==> config.mk <==
export PLATFORM = sky130hd
export DESIGN_NAME = deadband_threshold_reporter
export DESIGN_NICKNAME = d
export VERILOG_FILES = /design/src/rtl/core/dtr_pkg.sv /design/src/rtl/core/deadband_threshold_reporter.sv
export SDC_FILE = /design/constraint.sdc
export NUM_CORES = 1
export LEC_CHECK = 0
export BUFFER_PORTS_ARGS = -buffer_cell sky130_fd_sc_hd__buf_2
export CORE_ASPECT_RATIO = 0.6
export CORE_UTILIZATION = 50
export DETAILED_ROUTE_END_ITERATION = 6
export GPL_ROUTABILITY_DRIVEN = 0
export HOLD_SLACK_MARGIN = 0.06
export PLACE_DENSITY = 0.66
export SLEW_MARGIN = 20
export SYNTH_ARGS = -nofsm -noshare
export SYNTH_HDL_FRONTEND = slang
export SYNTH_SLANG_ARGS = --single-unit
==> constraint.sdc <==
create_clock -name clock -period 7.4 [get_ports clock]
set_input_delay 0.74 -clock clock [delete_from_list [all_inputs] [get_ports clock]]
set_output_delay 0.74 -clock clock [all_outputs]
set_load 0.05 [all_outputs]
==> src/rtl/core/dtr_pkg.sv <==
// Package for the dead band threshold reporter: codes, widths and the report type.
`default_nettype none

package dtr_pkg;

   // Default channel count
   localparam int DTR_CHANNELS = 4;

   // Field widths
   localparam int CHAN_W  = 2;
   localparam int TEMP_W  = 12;
   localparam int KIND_W  = 2;
   localparam int CSR_IDX_W  = 3;
   localparam int CSR_DATA_W = 12;

   // Report kinds
   localparam logic [KIND_W-1:0] KIND_TEMP      = 2'd0;
   localparam logic [KIND_W-1:0] KIND_THRESHOLD = 2'd1;
   localparam logic [KIND_W-1:0] KIND_ENABLE    = 2'd2;

   // Request commands
   localparam logic CMD_SAMPLE = 1'b0;
   localparam logic CMD_ENABLE = 1'b1;

   // Register indexes
   localparam logic [CSR_IDX_W-1:0] REG_DEAD_BAND      = 3'd0;
   localparam logic [CSR_IDX_W-1:0] REG_THRESHOLD      = 3'd1;
   localparam logic [CSR_IDX_W-1:0] REG_STATE_INVERSE  = 3'd2;
   localparam logic [CSR_IDX_W-1:0] REG_SILENT         = 3'd3;
   localparam logic [CSR_IDX_W-1:0] REG_FORCE_PUBLISH  = 3'd4;
   localparam logic [CSR_IDX_W-1:0] REG_DEFAULT_ENABLE = 3'd5;

   // Register reset values
   localparam logic [TEMP_W-1:0] DEAD_BAND_RESET = 12'd2;

   // Threshold state codes
   localparam logic [1:0] TSTATE_UNKNOWN = 2'd2;

   // One report as held in the result buffer
   typedef struct packed {
      logic [KIND_W-1:0]        kind;
      logic [CHAN_W-1:0]        channel;
      logic signed [TEMP_W-1:0] value;
      logic                     last;
   } report_type;

endpackage

`default_nettype wire

==> src/rtl/core/deadband_threshold_reporter.sv <==
// Top level of the per-channel report-by-exception filter with threshold reporting.
//
//   channel  direction  contents
//   req_*    in         command (tuser), channel / temperature / enable value (tdata)
//   rsp_*    out        report kind (tuser), channel / value (tdata), last (tlast)
//   csr_*    in         register index and write data, always ready
//
// A request is registered on acceptance, evaluated against the channel state in the
// next cycle and its reports, none, one or two, loaded into a two-entry result buffer.
// The single result port sets the pace: a request that yields two reports holds back the
// next request until the second is taken. Results pass through the input register and
// the result buffer. A stalled result port back-pressures the input register only.
// Reset is synchronous; all state but last_sent and the payload registers returns to defaults at once.
`default_nettype none

module deadband_threshold_reporter
   import dtr_pkg::*;
#(
   parameter int CHANNELS = DTR_CHANNELS
) (
   input  wire logic                  clock,
   input  wire logic                  reset,
   // request channel
   input  wire logic                  req_tvalid,
   output logic                       req_tready,
   input  wire logic [15:0]           req_tdata,  // channel[1:0], temperature[13:2],
                                                  // enable_value[14], zero[15]
   input  wire logic                  req_tuser,  // command
   // result channel
   output logic                       rsp_tvalid,
   input  wire logic                  rsp_tready,
   output logic [15:0]                rsp_tdata,  // report_channel[1:0],
                                                  // report_value[13:2], zero[15:14]
   output logic [KIND_W-1:0]          rsp_tuser,  // report_kind
   output logic                       rsp_tlast,  // last
   // register write channel
   input  wire logic                  csr_valid,
   output logic                       csr_ready,
   input  wire logic [CSR_IDX_W-1:0]  csr_index,
   input  wire logic [CSR_DATA_W-1:0] csr_data
);

   localparam int CH_W  = (CHANNELS > 1) ? $clog2(CHANNELS) : 1;
   localparam int EXT_W = (CH_W > CHAN_W) ? CH_W : CHAN_W;

   // Configuration registers
   logic [TEMP_W-1:0]        dead_band_ff, dead_band_in;
   logic signed [TEMP_W-1:0] threshold_ff, threshold_in;
   logic                     state_inverse_ff, state_inverse_in;
   logic                     silent_ff, silent_in;
   logic                     force_publish_ff, force_publish_in;
   logic                     default_enable_ff, default_enable_in;
   logic                     enabled_ff, enabled_in;

   // Channel state
   logic signed [TEMP_W-1:0] last_sent_ff [CHANNELS];
   logic signed [TEMP_W-1:0] last_sent_in [CHANNELS];
   logic                     primed_ff [CHANNELS];
   logic                     primed_in [CHANNELS];
   logic [1:0]               tstate_ff [CHANNELS];
   logic [1:0]               tstate_in [CHANNELS];

   // Input register
   logic                     in_vld_ff, in_vld_in;
   logic                     in_cmd_ff, in_cmd_in;
   logic [CHAN_W-1:0]        in_chan_ff, in_chan_in;
   logic signed [TEMP_W-1:0] in_temp_ff, in_temp_in;
   logic                     in_want_ff, in_want_in;

   // Result buffer
   logic [1:0]  out_cnt_ff, out_cnt_in;
   report_type  out0_ff, out0_in;
   report_type  out1_ff, out1_in;

   logic req_take, pop, can_load, fire, csr_wr;

   // Evaluation signals
   logic [EXT_W-1:0]         ch_ext;
   logic [CH_W-1:0]          ch_idx;
   logic                     in_range;
   logic signed [TEMP_W-1:0] last_val;
   logic signed [TEMP_W:0]   diff;
   logic [TEMP_W:0]          abs_diff;
   logic                     changed;
   logic                     temp_emit, thr_emit;
   logic                     above, st;
   report_type               temp_rep, thr_rep, en_rep, r0, r1;
   logic [1:0]               n_res;

   // Handshakes
   assign csr_ready  = 1'b1;
   assign csr_wr     = csr_valid & csr_ready;
   assign rsp_tvalid = (out_cnt_ff != 2'd0);
   assign pop        = rsp_tvalid & rsp_tready;
   assign can_load   = (out_cnt_ff == 2'd0) | ((out_cnt_ff == 2'd1) & pop);
   assign fire       = in_vld_ff & can_load;
   assign req_tready = ~in_vld_ff | fire;
   assign req_take   = req_tvalid & req_tready;

   // Result port
   assign rsp_tuser = out0_ff.kind;
   assign rsp_tlast = out0_ff.last;
   assign rsp_tdata = {2'b00, out0_ff.value, out0_ff.channel};

   // Channel lookup
   assign ch_ext   = EXT_W'(in_chan_ff);
   assign ch_idx   = ch_ext[CH_W-1:0];
   assign in_range = (32'(in_chan_ff) < CHANNELS);
   assign last_val = last_sent_ff[ch_idx];

   // Dead band test
   assign diff     = {in_temp_ff[TEMP_W-1], in_temp_ff} - {last_val[TEMP_W-1], last_val};
   assign abs_diff = diff[TEMP_W] ? (TEMP_W+1)'(-diff) : diff;
   assign changed  = ~primed_ff[ch_idx] | (abs_diff >= {1'b0, dead_band_ff});

   // Threshold test
   assign above = (in_temp_ff > threshold_ff);
   assign st    = above ? ~state_inverse_ff : state_inverse_ff;

   // Evaluate the request held in the input register
   always_comb begin
      temp_emit = 1'b0;
      thr_emit  = 1'b0;
      if (in_cmd_ff == CMD_SAMPLE && enabled_ff && in_range) begin
         temp_emit = ~silent_ff & (changed | force_publish_ff);
         thr_emit  = (threshold_ff != '0) & ({1'b0, st} != tstate_ff[ch_idx]);
      end

      temp_rep = '{kind: KIND_TEMP, channel: in_chan_ff, value: in_temp_ff, last: ~thr_emit};
      thr_rep  = '{kind: KIND_THRESHOLD, channel: in_chan_ff,
                   value: TEMP_W'(st), last: 1'b1};
      en_rep   = '{kind: KIND_ENABLE, channel: '0, value: TEMP_W'(in_want_ff), last: 1'b1};

      if (in_cmd_ff == CMD_ENABLE) begin
         r0    = en_rep;
         r1    = en_rep;
         n_res = (in_want_ff != enabled_ff) ? 2'd1 : 2'd0;
      end else begin
         r0    = temp_emit ? temp_rep : thr_rep;
         r1    = thr_rep;
         n_res = 2'(temp_emit) + 2'(thr_emit);
      end
   end

   // Next state
   always_comb begin
      dead_band_in      = dead_band_ff;
      threshold_in      = threshold_ff;
      state_inverse_in  = state_inverse_ff;
      silent_in         = silent_ff;
      force_publish_in  = force_publish_ff;
      default_enable_in = default_enable_ff;
      enabled_in        = enabled_ff;
      last_sent_in      = last_sent_ff;
      primed_in         = primed_ff;
      tstate_in         = tstate_ff;

      // register writes
      if (csr_wr) begin
         case (csr_index)
            REG_DEAD_BAND:      dead_band_in = csr_data;
            REG_THRESHOLD:      threshold_in = csr_data;
            REG_STATE_INVERSE:  state_inverse_in = csr_data[0];
            REG_SILENT:         silent_in = csr_data[0];
            REG_FORCE_PUBLISH:  force_publish_in = csr_data[0];
            REG_DEFAULT_ENABLE: begin
               default_enable_in = csr_data[0];
               enabled_in        = csr_data[0];
            end
            default: ;
         endcase
      end

      // state updates from the evaluated request
      if (fire) begin
         if (in_cmd_ff == CMD_ENABLE) begin
            enabled_in = in_want_ff;
         end
         if (temp_emit) begin
            last_sent_in[ch_idx] = in_temp_ff;
            primed_in[ch_idx]    = 1'b1;
         end
         if (thr_emit) begin
            tstate_in[ch_idx] = {1'b0, st};
         end
      end

      // input register
      in_vld_in  = in_vld_ff;
      in_cmd_in  = in_cmd_ff;
      in_chan_in = in_chan_ff;
      in_temp_in = in_temp_ff;
      in_want_in = in_want_ff;
      if (req_take) begin
         in_vld_in  = 1'b1;
         in_cmd_in  = req_tuser;
         in_chan_in = req_tdata[1:0];
         in_temp_in = req_tdata[13:2];
         in_want_in = req_tdata[14];
      end else if (fire) begin
         in_vld_in = 1'b0;
      end

      // result buffer: load a fresh pair or shift after a pop
      out_cnt_in = out_cnt_ff;
      out0_in    = out0_ff;
      out1_in    = out1_ff;
      if (fire) begin
         out_cnt_in = n_res;
         out0_in    = r0;
         out1_in    = r1;
      end else if (pop) begin
         out_cnt_in = out_cnt_ff - 2'd1;
         out0_in    = out1_ff;
      end
   end

   // Control and state registers
   always_ff @(posedge clock) begin
      if (reset) begin
         dead_band_ff      <= DEAD_BAND_RESET;
         threshold_ff      <= '0;
         state_inverse_ff  <= 1'b0;
         silent_ff         <= 1'b0;
         force_publish_ff  <= 1'b0;
         default_enable_ff <= 1'b1;
         enabled_ff        <= 1'b1;
         in_vld_ff         <= 1'b0;
         out_cnt_ff        <= 2'd0;
         for (int i = 0; i < CHANNELS; i++) begin
            primed_ff[i] <= 1'b0;
            tstate_ff[i] <= TSTATE_UNKNOWN;
         end
      end else begin
         dead_band_ff      <= dead_band_in;
         threshold_ff      <= threshold_in;
         state_inverse_ff  <= state_inverse_in;
         silent_ff         <= silent_in;
         force_publish_ff  <= force_publish_in;
         default_enable_ff <= default_enable_in;
         enabled_ff        <= enabled_in;
         in_vld_ff         <= in_vld_in;
         out_cnt_ff        <= out_cnt_in;
         primed_ff         <= primed_in;
         tstate_ff         <= tstate_in;
      end
   end

   // Payload registers; last_sent only affects the result once primed is set
   always_ff @(posedge clock) begin
      last_sent_ff <= last_sent_in;
      in_cmd_ff    <= in_cmd_in;
      in_chan_ff   <= in_chan_in;
      in_temp_ff   <= in_temp_in;
      in_want_ff   <= in_want_in;
      out0_ff      <= out0_in;
      out1_ff      <= out1_in;
   end

`ifndef NO_ASSERTIONS
   // a full buffer holds a non-final report followed by the final one
   a_pair_order: assert property (@(posedge clock) disable iff (reset)
      (out_cnt_ff == 2'd2) |-> (!out0_ff.last && out1_ff.last))
      else $error("result pair out of order");

   // a single buffered report always closes its request
   a_single_last: assert property (@(posedge clock) disable iff (reset)
      (out_cnt_ff == 2'd1) |-> out0_ff.last)
      else $error("lone result not marked last");

   // the buffer never holds more than two reports
   a_cnt_range: assert property (@(posedge clock) disable iff (reset)
      out_cnt_ff != 2'd3)
      else $error("result buffer overfilled");

   // an enable report stands alone and names channel zero
   a_enable_rep: assert property (@(posedge clock) disable iff (reset)
      (rsp_tvalid && out0_ff.kind == KIND_ENABLE) |-> (out0_ff.last && out0_ff.channel == '0))
      else $error("malformed enable report");
`endif

endmodule

`default_nettype wire

; ---- Word level (Yosys, flattened, before mapping)
; Index checks and enable logic that the tools add are counted.
[op_classes]
n_addsub = 4
order_cmp = 4
n_eq_ne = 8
mux = 36
bitwise_logic = 18
n_reduce_logical = 15
[op_table]
columns = op, count
row1 = $mux W17, 4
row2 = $bwmux W48, 1
row3 = $mux W12, 3
row4 = $bmux W12 S2, 1
row5 = $demux W12 S2, 1
row6 = $mux W16, 1
row7 = $reduce_and A2 Y1, 7
row8 = $ge A13 B12 Y1, 1
row9 = $mux W1, 13
row10 = $mux W13, 1
row11 = $neg A13 Y13, 1
row12 = $sub A12 B12 Y13, 1
row13 = $gt A12 B12 Y1, 1
row14 = $mux W2, 6
row15 = $reduce_bool A12 Y1, 1
row16 = $bwmux W8, 1
row17 = $and A1 B1 Y1, 6
row18 = $eq A3 B2 Y1 const B, 2
row19 = $eq A3 B3 Y1 const B, 2
row20 = $not A1 Y1, 6
row21 = $reduce_bool A2 Y1, 3
row22 = $bmux W2 S2, 1
row23 = $demux W2 S2, 1
row24 = $or A1 B1 Y1, 4
row25 = other kinds (15), 16
[word_totals]
ff_bits = 141
output_inout_bits = 22
wordCells = 117

; ---- Longest topological paths before layout
[logic_depth]
depth_word = 15
depth_mapped = 27

; ---- Worst setup path before layout
; Ideal clock, no wire load.
[synth_timing]
path_kind = flip-flop to flip-flop
from = register in_chan_ff[0], in the netlist ch_ext[0]
to = register last_sent_ff[12] in the netlist's numbering, enable pin
arrival_ps = 4997
required_time_ps = 7018
setup_slack_ps = 2021
path_stages_with_launch = 22
path_cell_list = edfxtp_1 > buf_2 > buf_1 > mux4_2 > ha_1 > inv_1 > fa_1 > a21oi_1 > o211ai_1 > a221oi_2 > nand2b_1 > a21boi_1 > clkbuf_1 > mux2_1 > ha_1 > a31oi_1 > o2111ai_1 > nand2_1 > o21ai_0 > a41o_2 > buf_6 > nor2b_1
[synth_between]
elab_chain_cells = 13
word_cells_on_any_way = 17
cone_classes = add/sub: 2 / order compare: 1 / mux: 8 / bitwise: 5 / reduce/logical: 1
[synth_lines]
columns = item, line_no
row1 = "start, declared", deadband_threshold_reporter.sv:66  ; logic [CHAN_W-1:0] in_chan_ff, in_chan_in;
row2 = "start signal, assigned", deadband_threshold_reporter.sv:253  ; in_chan_ff <= in_chan_in;
row3 = $not A2 Y3 (not written as such) (*), "deadband_threshold_reporter.sv:109, deadband_threshold_reporter.sv:114"
row4 = $bmux W12 S2, deadband_threshold_reporter.sv:109  ; assign last_val = last_sent_ff[ch_idx];
row5 = $mux W12 (not written as such) (2 in a row), deadband_threshold_reporter.sv:109
row6 = $sub A12 B12 Y13, deadband_threshold_reporter.sv:112  ; assign diff = {in_temp_ff[TEMP_W-1], in_temp_ff} - {last_val[TEMP_W-1], last_val};
row7 = $neg A13 Y13, deadband_threshold_reporter.sv:113  ; assign abs_diff = diff[TEMP_W] ? (TEMP_W+1)'(-diff) : diff;
row8 = $mux W13, deadband_threshold_reporter.sv:113
row9 = $ge A13 B12 Y1, deadband_threshold_reporter.sv:114  ; assign changed = ~primed_ff[ch_idx] | (abs_diff >= {1'b0, dead_band_ff});
row10 = $or A1 B1 Y1 (*), deadband_threshold_reporter.sv:114
row11 = $or A1 B1 Y1 (*), deadband_threshold_reporter.sv:125  ; temp_emit = ~silent_ff & (changed | force_publish_ff);
row12 = $and A1 B1 Y1 (*), deadband_threshold_reporter.sv:125
row13 = $mux W1 (*), deadband_threshold_reporter.sv:124  ; if (in_cmd_ff == CMD_SAMPLE && enabled_ff && in_range) begin
row14 = $reduce_and A2 Y1 (no line) (*), -
row15 = "end signal, assigned", deadband_threshold_reporter.sv:251  ; last_sent_ff <= last_sent_in;
row16 = "end, declared", deadband_threshold_reporter.sv:56  ; logic signed [TEMP_W-1:0] last_sent_ff [CHANNELS];
; Every way passes the cells marked *; elsewhere a longest branch is shown, timed or not. The select of a mux whose other input is x is not followed.
; A chain may end at the register's enable or synchronous reset.

; ---- Worst setup path in the final report
[layout_timing]
from = register in_chan_ff[0], in the netlist ch_ext[0]
to = register out_cnt_ff[1]
[layout_between]
elab_chain_cells = 15
word_cells_on_any_way = 25
cone_classes = add/sub: 3 / order compare: 1 / eq/ne: 1 / mux: 14 / bitwise: 6
[layout_lines]
columns = item, line_no
row1 = $not A2 Y3 (not written as such) (*), "deadband_threshold_reporter.sv:109, deadband_threshold_reporter.sv:114, deadband_threshold_reporter.sv:126"
row2 = $bmux W12 S2, deadband_threshold_reporter.sv:109
row3 = $mux W12 (not written as such) (2 in a row), deadband_threshold_reporter.sv:109
row4 = $sub A12 B12 Y13, deadband_threshold_reporter.sv:112
row5 = $neg A13 Y13, deadband_threshold_reporter.sv:113
row6 = $mux W13, deadband_threshold_reporter.sv:113
row7 = $ge A13 B12 Y1, deadband_threshold_reporter.sv:114
row8 = $or A1 B1 Y1, deadband_threshold_reporter.sv:114
row9 = $or A1 B1 Y1, deadband_threshold_reporter.sv:125
row10 = $and A1 B1 Y1, deadband_threshold_reporter.sv:125
row11 = $mux W1, deadband_threshold_reporter.sv:124
row12 = $add A1 B1 Y2 (*), deadband_threshold_reporter.sv:141  ; n_res = 2'(temp_emit) + 2'(thr_emit);
row13 = $mux W2 (*), deadband_threshold_reporter.sv:134  ; if (in_cmd_ff == CMD_ENABLE) begin
row14 = $mux W2 (*), deadband_threshold_reporter.sv:208  ; if (fire) begin
row15 = "end signal, assigned", deadband_threshold_reporter.sv:243  ; out_cnt_ff <= out_cnt_in;
row16 = "end, declared", deadband_threshold_reporter.sv:71  ; logic [1:0] out_cnt_ff, out_cnt_in;
; Marked as above.

==> metrics <==
status=completed; CTS Buf Count=17; DP Cell Count=788; Reg-to-Reg Start=ch_ext[0]; # Post-CTS Setup Buffers=0; vias in the first global route=roughly 4400; main flop type after synthesis=edfxtp_1; number of detailed-route iterations in the first pass=5; antenna diode instance count=0; Post-Syn Area per Cell=between 10 and 15 um2; share of layout cells above drive strength 1=between 10% and 20%; most common cell after layout, fill and taps aside=edfxtp_1; Tmin final=5.96 ns; Area Growth Syn to Fin=14.7%; Starting Density=a little over half; number of enable flip-flop cells after synthesis=86; port bufs=54; Post-Route WL=approximately 14000 um; Least-Margin Pin Slew=0.888 ns; clock net sink count=between 100 and 150; number of synthesized register bits=approximately 130; setup tns final=0 ns; pin count of the biggest net entering global routing=45; Worst Hold Depth=1; unique cell type count in the Yosys netlist=just under 70; RSZ-0062 raised after global routing=no; # IOs=59; async set-reset flop share out of synthesis=0%; Final Setup Violations=0; WL/cell=17.6 um; area taken by multi-input logic gates=0.00279 mm2; CP Launch Type=flop; Leakage Power=between 2 and 3 nW; max-slew violations=0; Max Root-Sink Buffers=2; total gr overflow=0; Clock Tree Root=clkbuf_16; Hold Crit Class=flop to flop; part of the cycle the worst path needs=~81%; gr usage total=between 20% and 30%; Seq/Total Area, Yosys=52.7%; filler-free cell count of the finished design=~800; maximum vdd drop=about 0.17 mV; HPWL after DPL=approximately 10000 um; Die ar.=0.0135 mm2; register clock-pin slew on the reported worst setup and hold paths=0.06 ns; PwrDens=approximately 300 mW/mm2; maximum clock frequency=about 170 MHz; drt initial violations=approximately 320; global-route wire length before repair=around 23000 um; Avg Vias per Cell=about 5.6; CP Capture Type=flop; commonest non-fill, non-tap cells in the layout=86 x edfxtp_1, 66 x nand2_1, 54 x buf_2; H-tree levels=4; critical path arrival=between 6 and 7 ns; vias=4555; largest cells by area after synthesis=edfxtp_1 40%, dfxtp_1 13%, ha_1 7.7%; initial antenna violation count=0; storage element area=approximately 0.0034 mm2; nets=720; worst hold slack=approximately 0.45 ns; Gate Count Post-Synth=just under 600; clk_lat worst skew=about 0.42 ns; area leader, netlist=edfxtp_1; ANT nets after route=0; number of max-cap violations=0; CTS tree=built; utilization after layout=60.4%; Syn. warnings=0; Tot Pwr=around 2.3 mW; CORE AREA=0.0124 mm2; Die W=between 100 and 150 um; post_cts resized=0; hold buffer count at CTS=0; Relative slew margins=about 41%; share of the synthesized area in the top cell type=between 30 and 40%; final hold vios=0; worst setup path start=ch_ext[0]; die height=90.6 um; R2R depth=23; skew final=approximately 0.0086 ns; FILL cells=approximately 1000; Post-Syn Area=around 0.0065 mm2; Max FO, Critical Path=23; Worst EP required=~7.7 ns; critical path class=flop to flop; worst hold start=tstate_ff[7]; Remaining DRCs=0; Core Rows=31
## worst max-delay path: stages, from the launching register on
cell	delay (ns)
edfxtp_1	0.73
buf_4	0.35
mux4_2	0.53
inv_1	0.07
ha_1	0.25
a21oi_1	0.31
o21bai_1	0.12
xor2_1	0.18
nor4bb_1	0.54
and4b_1	0.34
nor2_1	0.07
xor2_1	0.18
ha_1	0.30
a21o_1	0.16
a211oi_1	0.27
o2111ai_1	0.14
nand2_1	0.08
o21ai_0	0.07
a41o_2	0.40
ha_1	0.26
a21oi_1	0.14
a21oi_1	0.06
o21ai_0	0.19
nor2_1	0.06
## synthesized netlist by cell type (3+ instances only)
cell type,number
edfxtp_1,86
nand2_1,66
inv_1,47
dfxtp_1,43
a21oi_1,42
ha_1,40
nor2_1,35
mux4_2,15
and3_1,14
clkbuf_1,14
nand2b_1,14
nand3_1,11
nor2b_1,11
nor3_1,10
o21ai_0,10
xor2_1,10
o21ai_1,9
xnor2_1,8
and2_1,7
mux2i_1,7
a21o_1,5
o211ai_1,5
o31ai_1,5
a31oi_1,4
buf_2,4
o21bai_1,4
or3_1,4
a21oi_2,3
buf_4,3
mux2_2,3
nor4_1,3
o2111ai_1,3
## cells by family after synthesis
| kind of cell | synth area share [%] |
|---|---|
| AOI/OAI and AO/OA | 11.2 |
| xor gates and xnor gates | 2.41 |
| adders and majority gates | 7.96 |
| buffers and inverters | 4.67 |
| DFF | 52.7 |
| muxes | 6.93 |
| other | 0.115 |
| and+or+nand+nor | 14.1 |
## per-stage QoR
step / cell area [um2] / worst slack [ns]
CTS: 7500 / 1.41
detailed placement: 6930 / 1.46
global route: 7500 / 0.948
global placement: 6930 / 1.46
floorplan: 6540 / 2.02
finish: 7500 / 1.44
## metal layers
layer | GRT usage [%] | vias up | routed length (um)
met5 | 0 | - | 0
met4 | 8.08 | 0 | 211
met3 | 5.00 | 16 | 748
met2 | 33.0 | 131 | 6370
met1 | 33.6 | 2186 | 7070
li1 | - | 2222 | -
## registers in the layout, summed over array words and instances (netlist names), 2 cells and up
register	cells
ch_ext	2
dead_band_ff	12
in_temp_ff	12
last_sent_ff	48
out1_ff	5
out_cnt_ff	2
primed_ff	4
rsp_tdata	14
rsp_tuser	2
threshold_ff	12
tstate_ff	8
## report_power, final
part / total, mW / leakage [nW] / internal, mW / switching [mW]
sequential: 0.874 / 1.15 / 0.836 / 0.0383
clock: 0.806 / 0.274 / 0.494 / 0.312
combinational: 0.573 / 1.48 / 0.204 / 0.369
## path summary, 6_finish.rpt
path | to | slack (ns)
setup / recovery | out_cnt_ff[1] | 1.44
hold / removal | tstate_ff[7] | 0.45
setup reg to reg | out_cnt_ff[1] | 1.44
hold reg to reg | tstate_ff[7] | 0.45
## cell type report
class	instances	area share, %
clock buffers	18	5.73
clock inverters	14	1.89
inverters	49	2.45
multi-input cells	387	37.2
flip-flops and latches	129	45.9
well taps	165	2.75
repair buffers	58	4.01
(Power assumes the default switching activity.)
